--- src/hdl/midpoint_ellipse_rasterizer_top_defines.svh ---
// assertion macros for the midpoint ellipse rasterizer
// expects clk and rst_n in the scope where a macro is used
`ifndef MIDPOINT_ELLIPSE_RASTERIZER_TOP_DEFINES_SVH
`define MIDPOINT_ELLIPSE_RASTERIZER_TOP_DEFINES_SVH

// same-cycle implication, checked outside reset
`define MER_ASSERT_IMPLY(label, ante, cons) \
    label: assert property (@(posedge clk) disable iff (!rst_n) (ante) |-> (cons)) \
        else $error("midpoint ellipse rasterizer: same-cycle check failed");

// next-cycle implication, checked outside reset
`define MER_ASSERT_NEXT(label, ante, cons) \
    label: assert property (@(posedge clk) disable iff (!rst_n) (ante) |=> (cons)) \
        else $error("midpoint ellipse rasterizer: next-cycle check failed");

`endif

--- src/hdl/mer_pkg.sv ---
// shared constants for the midpoint ellipse rasterizer
// no dependencies
`timescale 1ns / 1ps
`default_nettype none

package mer_pkg;

    // default semi-axis width in bits
    localparam int AXIS_WIDTH_DEFAULT = 10;

    // decision value width, a two's complement integer scaled by 4
    localparam int DEC_W = 48;

    // width of the emitted coordinates
    localparam int POINT_W = 10;

    // configuration register indexes
    localparam int CFG_IDX_W = 1;
    localparam logic [CFG_IDX_W-1:0] REG_SEMI_AXIS_X = 1'd0;
    localparam logic [CFG_IDX_W-1:0] REG_SEMI_AXIS_Y = 1'd1;

    // semi-axis values after reset
    localparam int SEMI_AXIS_X_RESET = 200;
    localparam int SEMI_AXIS_Y_RESET = 100;

endpackage

`default_nettype wire

--- src/hdl/midpoint_ellipse_rasterizer_top.sv ---
// midpoint ellipse rasterizer top level: sequencer around one shared multiplier
// depends on mer_pkg and midpoint_ellipse_rasterizer_top_defines.svh
`timescale 1ns / 1ps
`default_nettype none
`include "midpoint_ellipse_rasterizer_top_defines.svh"

// Origin-centred midpoint ellipse rasterizer. Write the semi-axes a (index 0) and b
// (index 1), send a beat with restart set to load a new ellipse at (0,b), then one beat
// with restart clear per point: each gives one result beat with the first-quadrant point
// (mirror it to get the four plotted points), final_point on the point with y = 0, and
// point_valid clear once the ellipse is done or on the restart beat itself. All products
// go through one registered multiplier, one product per cycle: a restart beat steps
// through S_BB, S_AAB and S_PUT, an ordinary point through S_BB, S_BX, S_AY and S_PUT,
// the point where region one hands over to region two also through S_XX, S_UU, S_BXX,
// S_AUU, S_AABB and S_R2 back to S_PUT, and a beat after the end (or the y = 0 point)
// only through S_PUT, which waits while the result register stays stalled. The block takes
// a new input beat while the previous result still waits on the output.
module midpoint_ellipse_rasterizer_top #(
    parameter int AXIS_WIDTH = mer_pkg::AXIS_WIDTH_DEFAULT
) (
    input  wire logic                          clk,
    input  wire logic                          rst_n,
    // configuration writes
    input  wire logic                          cfg_we,
    input  wire logic [mer_pkg::CFG_IDX_W-1:0] cfg_index,
    input  wire logic [AXIS_WIDTH-1:0]         cfg_data,
    // input channel
    input  wire logic                          in_valid,
    output logic                               in_stall,
    input  wire logic                          restart,
    // output channel
    output logic                               out_valid,
    input  wire logic                          out_stall,
    output logic [mer_pkg::POINT_W-1:0]        point_x,
    output logic [mer_pkg::POINT_W-1:0]        point_y,
    output logic                               point_valid,
    output logic                               final_point
);

    localparam int SQ_W      = 2 * AXIS_WIDTH;
    localparam int DEC_W     = mer_pkg::DEC_W;
    localparam int POINT_W   = mer_pkg::POINT_W;
    localparam int MUL_EXT_W = 2 * SQ_W + DEC_W;

    // sequencer states
    localparam logic [3:0] S_IDLE = 4'd0;
    localparam logic [3:0] S_BB   = 4'd1;
    localparam logic [3:0] S_AAB  = 4'd2;
    localparam logic [3:0] S_BX   = 4'd3;
    localparam logic [3:0] S_AY   = 4'd4;
    localparam logic [3:0] S_PUT  = 4'd5;
    localparam logic [3:0] S_XX   = 4'd6;
    localparam logic [3:0] S_UU   = 4'd7;
    localparam logic [3:0] S_BXX  = 4'd8;
    localparam logic [3:0] S_AUU  = 4'd9;
    localparam logic [3:0] S_AABB = 4'd10;
    localparam logic [3:0] S_R2   = 4'd11;

    // kind of the item in flight
    localparam logic [1:0] K_RESTART = 2'd0;
    localparam logic [1:0] K_EMPTY   = 2'd1;
    localparam logic [1:0] K_STEP    = 2'd2;

    // configuration registers
    logic [AXIS_WIDTH-1:0] axis_a_reg;
    logic [AXIS_WIDTH-1:0] axis_b_reg;

    // control and ellipse state
    logic [3:0]            state_reg, state_next;
    logic [1:0]            kind_reg, kind_next;
    logic [AXIS_WIDTH-1:0] cur_x_reg, cur_x_next;
    logic [AXIS_WIDTH-1:0] cur_y_reg, cur_y_next;
    logic [DEC_W-1:0]      decision_reg, decision_next;
    logic                  region_two_reg, region_two_next;
    logic                  finished_reg, finished_next;
    logic                  out_valid_reg, out_valid_next;

    // products held between multiplier passes
    logic [SQ_W-1:0]       aa_reg;
    logic [SQ_W-1:0]       bb_reg;
    logic [DEC_W-1:0]      bx_reg;
    logic [DEC_W-1:0]      ay_reg;
    logic [DEC_W-1:0]      p0_reg;
    logic [DEC_W-1:0]      p1_reg;
    logic [DEC_W-1:0]      p2_reg;

    // result payload registers
    logic [POINT_W-1:0]    px_reg, px_next;
    logic [POINT_W-1:0]    py_reg, py_next;
    logic                  pv_reg, pv_next;
    logic                  fp_reg, fp_next;
    logic                  out_load;

    // shared multiplier
    logic [SQ_W-1:0]       mul_a;
    logic [SQ_W-1:0]       mul_b;
    logic [2*SQ_W-1:0]     mul_full;
    logic [MUL_EXT_W-1:0]  mul_ext;
    logic [DEC_W-1:0]      mul_res;

    // derived values
    logic [DEC_W-1:0]      aa_w;
    logic [DEC_W-1:0]      bb_w;
    logic                  dec_pos;
    logic                  y_zero;
    logic                  x_full;
    logic                  out_free;
    logic                  to_region_two;
    logic [DEC_W-1:0]      step_one;
    logic [DEC_W-1:0]      step_two;

    assign in_stall    = (state_reg != S_IDLE);
    assign out_valid   = out_valid_reg;
    assign point_x     = px_reg;
    assign point_y     = py_reg;
    assign point_valid = pv_reg;
    assign final_point = fp_reg;

    // operand select for the shared multiplier
    always_comb
    begin
        case (state_reg)
            S_IDLE:
            begin
                mul_a = SQ_W'(axis_a_reg);
                mul_b = SQ_W'(axis_a_reg);
            end
            S_BB:
            begin
                mul_a = SQ_W'(axis_b_reg);
                mul_b = SQ_W'(axis_b_reg);
            end
            S_AAB:
            begin
                mul_a = aa_reg;
                mul_b = SQ_W'(axis_b_reg);
            end
            S_BX:
            begin
                mul_a = bb_reg;
                mul_b = SQ_W'(cur_x_reg);
            end
            S_AY:
            begin
                mul_a = aa_reg;
                mul_b = SQ_W'(cur_y_reg);
            end
            S_XX:
            begin
                mul_a = SQ_W'(cur_x_reg);
                mul_b = SQ_W'(cur_x_reg);
            end
            S_UU:
            begin
                mul_a = SQ_W'(cur_y_reg - AXIS_WIDTH'(1));
                mul_b = SQ_W'(cur_y_reg - AXIS_WIDTH'(1));
            end
            S_BXX:
            begin
                mul_a = bb_reg;
                mul_b = SQ_W'(p0_reg);
            end
            S_AUU:
            begin
                mul_a = aa_reg;
                mul_b = SQ_W'(p1_reg);
            end
            S_AABB:
            begin
                mul_a = aa_reg;
                mul_b = bb_reg;
            end
            default:
            begin
                mul_a = '0;
                mul_b = '0;
            end
        endcase
    end

    // product, kept modulo the decision width
    assign mul_full = mul_a * mul_b;
    assign mul_ext  = MUL_EXT_W'(mul_full);
    assign mul_res  = mul_ext[DEC_W-1:0];

    // helpers for the decision update
    assign aa_w          = DEC_W'(aa_reg);
    assign bb_w          = DEC_W'(bb_reg);
    assign dec_pos       = !decision_reg[DEC_W-1] && (decision_reg != '0);
    assign y_zero        = (cur_y_reg == '0);
    assign x_full        = (cur_x_reg == {AXIS_WIDTH{1'b1}});
    assign out_free      = !out_valid_reg || !out_stall;
    assign to_region_two = (kind_reg == K_STEP) && !region_two_reg && !y_zero
                           && (bx_reg > ay_reg);

    // region one: add 4bb(2x+3), on a positive decision take off 4aa(2y-2)
    assign step_one = dec_pos
        ? decision_reg + (bx_reg << 3) + (bb_w << 3) + (bb_w << 2)
          - (ay_reg << 3) + (aa_w << 3)
        : decision_reg + (bx_reg << 3) + (bb_w << 3) + (bb_w << 2);

    // region two: add 4aa - 8aa(y-1), otherwise also 4bb(2x+2)
    assign step_two = dec_pos
        ? decision_reg + (aa_w << 3) + (aa_w << 2) - (ay_reg << 3)
        : decision_reg + (aa_w << 3) + (aa_w << 2) - (ay_reg << 3)
          + (bx_reg << 3) + (bb_w << 3);

    // sequencer and state update
    always_comb
    begin
        state_next      = state_reg;
        kind_next       = kind_reg;
        cur_x_next      = cur_x_reg;
        cur_y_next      = cur_y_reg;
        decision_next   = decision_reg;
        region_two_next = region_two_reg;
        finished_next   = finished_reg;
        out_load        = 1'b0;
        px_next         = '0;
        py_next         = '0;
        pv_next         = 1'b0;
        fp_next         = 1'b0;

        case (state_reg)
            S_IDLE:
            begin
                if (in_valid)
                begin
                    if (restart)
                    begin
                        kind_next  = K_RESTART;
                        state_next = S_BB;
                    end
                    else if (finished_reg)
                    begin
                        kind_next  = K_EMPTY;
                        state_next = S_PUT;
                    end
                    else if (y_zero)
                    begin
                        kind_next  = K_STEP;
                        state_next = S_PUT;
                    end
                    else
                    begin
                        kind_next  = K_STEP;
                        state_next = S_BB;
                    end
                end
            end
            S_BB:
            begin
                state_next = (kind_reg == K_RESTART) ? S_AAB : S_BX;
            end
            S_AAB:
            begin
                state_next = S_PUT;
            end
            S_BX:
            begin
                state_next = S_AY;
            end
            S_AY:
            begin
                state_next = S_PUT;
            end
            S_PUT:
            begin
                if (to_region_two)
                begin
                    state_next = S_XX;
                end
                else if (out_free)
                begin
                    out_load   = 1'b1;
                    state_next = S_IDLE;
                    case (kind_reg)
                        K_RESTART:
                        begin
                            cur_x_next      = '0;
                            cur_y_next      = axis_b_reg;
                            decision_next   = (bb_w << 2) - (p2_reg << 2) + aa_w;
                            region_two_next = 1'b0;
                            finished_next   = 1'b0;
                        end
                        K_STEP:
                        begin
                            px_next = POINT_W'(cur_x_reg);
                            py_next = POINT_W'(cur_y_reg);
                            pv_next = 1'b1;
                            fp_next = y_zero;
                            if (y_zero)
                            begin
                                finished_next = 1'b1;
                            end
                            else if (!region_two_reg)
                            begin
                                decision_next = step_one;
                                if (dec_pos)
                                begin
                                    cur_y_next = cur_y_reg - AXIS_WIDTH'(1);
                                end
                                if (!x_full)
                                begin
                                    cur_x_next = cur_x_reg + AXIS_WIDTH'(1);
                                end
                            end
                            else
                            begin
                                decision_next = step_two;
                                cur_y_next    = cur_y_reg - AXIS_WIDTH'(1);
                                if (!dec_pos && !x_full)
                                begin
                                    cur_x_next = cur_x_reg + AXIS_WIDTH'(1);
                                end
                            end
                        end
                        default:
                        begin
                            // beat after the ellipse ended: empty result
                        end
                    endcase
                end
            end
            S_XX:
            begin
                state_next = S_UU;
            end
            S_UU:
            begin
                state_next = S_BXX;
            end
            S_BXX:
            begin
                state_next = S_AUU;
            end
            S_AUU:
            begin
                state_next = S_AABB;
            end
            S_AABB:
            begin
                state_next = S_R2;
            end
            S_R2:
            begin
                // bb(2x+1)^2 + 4aa(y-1)^2 - 4aabb
                decision_next   = (p0_reg << 2) + (bx_reg << 2) + bb_w
                                  + (p1_reg << 2) - (p2_reg << 2);
                region_two_next = 1'b1;
                state_next      = S_PUT;
            end
            default:
            begin
                state_next = S_IDLE;
            end
        endcase
    end

    // output beat holds until taken
    always_comb
    begin
        if (out_load)
        begin
            out_valid_next = 1'b1;
        end
        else if (!out_stall)
        begin
            out_valid_next = 1'b0;
        end
        else
        begin
            out_valid_next = out_valid_reg;
        end
    end

    // control, configuration and ellipse state
    always_ff @(posedge clk or negedge rst_n)
    begin
        if (!rst_n)
        begin
            axis_a_reg     <= AXIS_WIDTH'(mer_pkg::SEMI_AXIS_X_RESET);
            axis_b_reg     <= AXIS_WIDTH'(mer_pkg::SEMI_AXIS_Y_RESET);
            state_reg      <= S_IDLE;
            kind_reg       <= K_EMPTY;
            cur_x_reg      <= '0;
            cur_y_reg      <= '0;
            decision_reg   <= '0;
            region_two_reg <= 1'b0;
            finished_reg   <= 1'b1;
            out_valid_reg  <= 1'b0;
        end
        else
        begin
            if (cfg_we && (cfg_index == mer_pkg::REG_SEMI_AXIS_X))
            begin
                axis_a_reg <= cfg_data;
            end
            if (cfg_we && (cfg_index == mer_pkg::REG_SEMI_AXIS_Y))
            begin
                axis_b_reg <= cfg_data;
            end
            state_reg      <= state_next;
            kind_reg       <= kind_next;
            cur_x_reg      <= cur_x_next;
            cur_y_reg      <= cur_y_next;
            decision_reg   <= decision_next;
            region_two_reg <= region_two_next;
            finished_reg   <= finished_next;
            out_valid_reg  <= out_valid_next;
        end
    end

    // multiplier results, one per state
    always_ff @(posedge clk)
    begin
        case (state_reg)
            S_IDLE:  aa_reg <= SQ_W'(mul_res);
            S_BB:    bb_reg <= SQ_W'(mul_res);
            S_AAB:   p2_reg <= mul_res;
            S_BX:    bx_reg <= mul_res;
            S_AY:    ay_reg <= mul_res;
            S_XX:    p0_reg <= mul_res;
            S_UU:    p1_reg <= mul_res;
            S_BXX:   p0_reg <= mul_res;
            S_AUU:   p1_reg <= mul_res;
            S_AABB:  p2_reg <= mul_res;
            default:
            begin
                // no product captured
            end
        endcase
    end

    // result payload
    always_ff @(posedge clk)
    begin
        if (out_load)
        begin
            px_reg <= px_next;
            py_reg <= py_next;
            pv_reg <= pv_next;
            fp_reg <= fp_next;
        end
    end

    // checks
    `MER_ASSERT_IMPLY(a_final_on_axis, out_valid && final_point,
                      point_valid && (point_y == '0))
    `MER_ASSERT_IMPLY(a_empty_is_zero, out_valid && !point_valid,
                      (point_x == '0) && (point_y == '0) && !final_point)
    `MER_ASSERT_NEXT(a_accept_busy, in_valid && !in_stall, state_reg != S_IDLE)
    `MER_ASSERT_IMPLY(a_region_switch_once, state_reg == S_R2, !region_two_reg)

endmodule

`default_nettype wire

--- config.mk ---
export PLATFORM = sky130hd
export DESIGN_NAME = midpoint_ellipse_rasterizer_top
export DESIGN_NICKNAME = d
export VERILOG_FILES = /design/src/hdl/mer_pkg.sv /design/src/hdl/midpoint_ellipse_rasterizer_top.sv
export VERILOG_INCLUDE_DIRS = /design/src /design/src/hdl
export SDC_FILE = /design/constraint.sdc
export NUM_CORES = 2
export LEC_CHECK = 0
export ABC_AREA = 1
export BUFFER_PORTS_ARGS = -buffer_cell sky130_fd_sc_hd__buf_2
export CAP_MARGIN = 20
export CORE_UTILIZATION = 31
export DETAILED_ROUTE_END_ITERATION = 10
export GPL_TIMING_DRIVEN = 0
export PLACE_DENSITY = 0.49
export SLEW_MARGIN = 20
export SYNTH_ARGS = -nofsm -noshare
export SYNTH_HDL_FRONTEND = slang
export SYNTH_SLANG_ARGS = --single-unit
--- constraint.sdc ---
create_clock -name clk -period 31.6 [get_ports clk]
set_input_delay 0 -clock clk [delete_from_list [all_inputs] [get_ports clk]]
set_output_delay 0 -clock clk [all_outputs]
set_load 0.005 [all_outputs]
Yosys cells after proc, flatten, opt, wreduce, memory -nomap -nowiden

Cells that the tools add are included.

Register bits: 359
Input bits: 17

Add/subtract/negate cells: 19
Multipliers: 1
$lt $le $gt $ge: 1
Eq/ne operators: 26
Multiplexer cells: 41
Bitwise gates (word level): 5
Reductions and logical operators: 39

Operator list:

| operator             | number |
|---|---|
| $mux W48             | 6 |
| $add A48 B23 Y48     | 4 |
| $pmux W48 S2         | 2 |
| $pmux W20 S8         | 1 |
| $pmux W20 S6         | 1 |
| $add A48 B22 Y48     | 2 |
| $add A48 B43 Y48     | 2 |
| $sub A48 B43 Y48     | 2 |
| $mux W10             | 7 |
| $reduce_bool A48 Y1  | 1 |
| $sub A45 B42 Y46     | 1 |
| $add A44 B42 Y45     | 1 |
| $add A43 B20 Y44     | 1 |
| $add A43 B21 Y44     | 1 |
| $add A42 B42 Y43     | 1 |
| $sub A22 B42 Y43     | 1 |
| $gt A40 B40 Y1       | 1 |
| $mul A20 B20 Y40     | 1 |
| $pmux W10 S2         | 2 |
| $pmux W4 S10         | 1 |
| $eq A4 B3 Y1 const B | 4 |
| $eq A4 B4 Y1 const B | 4 |
| $ne A3 B3 Y1 const B | 5 |
| $mux W4              | 3 |
| 31 further kinds     | 77 |

Depth between registers and ports, before layout

Depth after elaboration: 12
Depth in mapped cells: 40
Mapped depth without buffers: 38

Least setup slack after synthesis

Ideal clock, no wire load.

Path kind: reg-to-reg
From: register state_reg[1]
To: register ay_reg[36], data pin
Library setup time: 191 ps
Arrival: 9763 ps
Data required time: 31409 ps
Path slack: 21646 ps
Cell stages (with the launch flop): 35
Path buffers: 1
Cells stage by stage: dfrtp_1 nor2_1 inv_1 nor2_1 clkinv_1 o2111ai_1 nor4_1 clkinv_1 clkbuf_1 nand2_1 fa_1 inv_1 fa_1 inv_1 fa_1 inv_1 fa_1 fa_1 fa_1 inv_1 fa_1 inv_1 ha_1 nand2_1 nor2_1 inv_1 nor3_1 nand3_1 o211ai_1 a21o_1 a21oi_1 o21ai_0 nand3_1 nand2_1 xor2_1

Cells in the longest elaborated chain, start to end: 4
Elaborated cells on any way between the ends: 17
Classes of those cells: mul: 1; eq/ne: 9; mux: 2; reduce/logical: 5

Ends and longest elaborated chain:

| what                                                                         | line                                   | source |
|---|---|---|
| start, declared                                                              | midpoint_ellipse_rasterizer_top.sv:69  | `logic [3:0] state_reg, state_next;` |
| start signal, assigned                                                       | midpoint_ellipse_rasterizer_top.sv:403 | `state_reg <= state_next;` |
| $eq A4 B4 Y1, or another cell as far along                                   | midpoint_ellipse_rasterizer_top.sv:122 | `case (state_reg)` |
| $reduce_or A4 Y1 (no source line) / $reduce_or A2 Y1 (equally long branches) | --                                     |  |
| $pmux W20 S6 / $pmux W20 S8 (equally long branches)                          | midpoint_ellipse_rasterizer_top.sv:122 |  |
| $mul A20 B20 Y40 *                                                           | midpoint_ellipse_rasterizer_top.sv:182 | `assign mul_full = mul_a * mul_b;` |
| via mul_full[36]                                                             | midpoint_ellipse_rasterizer_top.sv:97  | `logic [2*SQ_W-1:0] mul_full;` |
| end signal, assigned                                                         | midpoint_ellipse_rasterizer_top.sv:422 | `S_AY: ay_reg <= mul_res;` |
| end, declared                                                                | midpoint_ellipse_rasterizer_top.sv:82  | `logic [DEC_W-1:0] ay_reg;` |

The timed path passes the listed nets; every way through them passes the cells marked *.
A chain may end at the register's enable or synchronous reset.

Worst setup path in the final report

From: register state_reg[2]
To: register p0_reg[38], data pin

Cells in the longest elaborated chain, start to end: 4
Elaborated cells on any way between the ends: 17
Classes of those cells: mul: 1; eq/ne: 9; mux: 2; reduce/logical: 5

Ends and longest elaborated chain:

| what                                                                         | line                                   | source |
|---|---|---|
| $eq A4 B4 Y1, or another cell as far along                                   | midpoint_ellipse_rasterizer_top.sv:122 |  |
| $reduce_or A4 Y1 (no source line) / $reduce_or A2 Y1 (equally long branches) | --                                     |  |
| $pmux W20 S6 / $pmux W20 S8 (equally long branches)                          | midpoint_ellipse_rasterizer_top.sv:122 |  |
| $mul A20 B20 Y40 *                                                           | midpoint_ellipse_rasterizer_top.sv:182 |  |
| via mul_full[38]                                                             | midpoint_ellipse_rasterizer_top.sv:97  |  |
| end signal, assigned                                                         | midpoint_ellipse_rasterizer_top.sv:423 | `S_XX: p0_reg <= mul_res;` |
| end signal, assigned                                                         | midpoint_ellipse_rasterizer_top.sv:425 | `S_BXX: p0_reg <= mul_res;` |
| end, declared                                                                | midpoint_ellipse_rasterizer_top.sv:83  | `logic [DEC_W-1:0] p0_reg;` |

Marks and branches as above.

==> results.json <==
{
  "via_count": 53500,
  "ant_nets": 0,
  "ys.flop_type": "edfxtp_1",
  "ys_warn_count": 0,
  "finalHoldViolCount": 0,
  "path_clk_slew_ns": 0.06,
  "final.setup.tns_ns": 0,
  "timing.rr.start": "state_reg[2]",
  "status": "finished, final reports clean",
  "htreeDepth": 2,
  "crit_buf_inv": 9,
  "reg2reg_to": "p0_reg[38]",
  "period_minus_slack_ns": 11.34,
  "ff2ff_setup_slack_ns": 20.26,
  "gp_congestion": 1.07,
  "ys_ff_latch": 359,
  "clock_skew_ns": 0.0449,
  "holdBufCountCts": 24,
  "setup_violations": 0,
  "clockBufferDepth": 3,
  "dieWidth_um": 426,
  "mappedNetlistNets": 8719,
  "port_buffers": 40,
  "first_pass_iters": 6,
  "drv_slew": 0,
  "largest_reg_flops": 48,
  "drc_errors": 0,
  "max_freq_mhz": 88.2,
  "fin_nets": 8852,
  "cp.arrival_ns": 11.65,
  "dr.first_iter.drc_count": 4378,
  "worstSetupEndpointType": "flip-flop",
  "synth_area_leaders": "fa_1, edfxtp_1, ha_1",
  "cp_slowest_cell": "nor2_1",
  "start_kind": "flip-flop",
  "period_share_pct": 35.9,
  "core-area_mm2": 0.179,
  "die_h_um": 426,
  "async_flop_share_pct": 27.0,
  "cap_violations": 0,
  "dieArea_mm2": 0.182,
  "required_ns": 31.91,
  "hold_path_class": "in -> reg",
  "layout_commonest_cell": "nand2_1",
  "gr-total-overflow": 0,
  "holdPathEnd": "axis_b_reg[6]",
  "relSlewSlack_pct": 18.8,
  "layout_common_cells": "nand2_1, inv_1, nor2_1",
  "grt_start_max_net_pins": 57,
  "critPathKind": "reg -> reg",
  "wire_per_inst_um": 28.7,
  "hold_depth": 4,
  "synth_edf_count": 262,
  "min_from": "cfg_data[6]",
  "cts_tree": "built",
  "grt_usage_pct": 31.5,
  "ys_types": 68,
  "numCtsBuffers": 46,
  "hpwl_um": 254000,
  "area_growth_pct": 9.58,
  "critPathMaxStageDelay_ns": 0.70,
  "synth_area_leader_cell": "fa_1",
  "clock_latency_ns": 0.66,
  "wl_um": 289000,
  "post_cts_buffers": 0,
  "cpLargestDelayFamily": "adder cells",
  "syn_area_per_cell_um2": 7.39,
  "tightest_slew_ns": 1.22,
  "yosys.area.top_type_share_pct": 19.4,
  "ys_seq_area_share_pct": 18.5,
  "routed_via_density": 5.31,
  "crit_fanout": 14,
  "rr_worst_depth": 36,
  "rsz0062_at_grt": "false",
  "cts.sinks": 359,
  "syn_inst": 7560,
  "grt_pass1_wl_um": 402000,
  "layout-drive-gt1-share_pct": 3.71,
  "fp-row-count": 155,
  "syn-cell-area_mm2": 0.0558,
  "initial_core_util_pct": 31.3,
  "antenna_found_initial": 14,
  "ctsResizeCount": 0,
  "cts-root-buf": "clkbuf_16",
  "grt_pass1_vias": 54100,
  "io_pins": 41
}
cells in the mapped netlist (all sizes together) (25+ instances only):
library cell / number
a21o: 37
nand2: 1617
nor3: 79
nor4: 36
a21oi: 441
buf: 26
o211ai: 34
nand4: 104
o21ai: 396
inv: 1534
dfrtp: 89
fa: 542
o21a: 25
xor2: 127
edfxtp: 262
nand3: 363
xnor2: 72
a31oi: 49
or2: 25
ha: 600
nor2: 807
o21bai: 37
clkbuf: 87
metal layers:
metal | up-vias | part of all wire (%) | global-route usage (%)
met4 | 6 | 6.1 | 16.3
li1 | 24500 | - | -
met5 | - | 0.013 | 0
met2 | 1901 | 47 | 53.7
met3 | 465 | 5.6 | 3.32
met1 | 26700 | 41 | 39.2
cells by family after synthesis:
logic type / count (synthesis) / share of synthesized area [%]
AND/OR/NAND/NOR: 3073 / 22.9
buffers and inverters: 1660 / 11.2
adder cells (fa/ha/maj): 1142 / 32.9
AO/OA/AOI/OAI: 1126 / 11.4
flip-flops: 359 / 18.5
XOR/XNOR: 199 / 3.12
multiplexers: 1 / 0.0179
final cells by class:
cell class,count,area [µm²]
multi-input cells,5541,39400
repair buffers,85,752
flip-flops and latches,359,10300
clock inverters,18,176
plain buffers,113,474
fillers,19500,117000
clock buffers,66,1330
diodes,2,5.00
well taps,2355,2950
inverters,1547,5810
per-stage QoR:
step / hold WS [ns] / cell area (µm²) / utilization, % / cells / setup WS, ns
finish: 0.188 / 61200 / 34.3 / 10100 / 20.26
global route: 0.220 / 61200 / 34.3 / 10100 / 19.94
CTS: 0.168 / 61200 / 34.2 / 10100 / 20.32
detailed placement: -0.0458 / 59400 / 33.3 / 9976 / 20.32
global placement: 0.242 / 59000 / 33.0 / 9955 / 16.16
floorplan: -0.296 / 55800 / - / 7560 / 21.65
worst register-to-register path, delay by kind of cell (launching register included):
| family | cells | cell delay, ns |
|---|---|---|
| xor+xnor | 1 | 0.62 |
| fa+ha+maj | 8 | 3.87 |
| simple gates | 11 | 2.38 |
| compound gates | 7 | 2.21 |
| buf+inv | 9 | 1.47 |
| flops | 1 | 0.48 |
worst max-delay path by stage:
stage	slack (ns)	depth (start not counted)	endpoint	start
2_1_floorplan	21.65	34	ay_reg[36]	state_reg[1]
3_3_place_gp	16.16	34	ay_reg[38]	state_reg[1]
3_5_place_dp	20.32	35	ay_reg[38]	state_reg[2]
4_1_cts	20.32	35	p0_reg[38]	state_reg[2]
5_1_grt	19.94	35	p0_reg[38]	state_reg[2]
6_report	20.26	36	p0_reg[38]	state_reg[2]
Power is left out: the tool's default activity adds up to more than one toggle a clock period on the data nets, which glitch-free logic cannot reach.
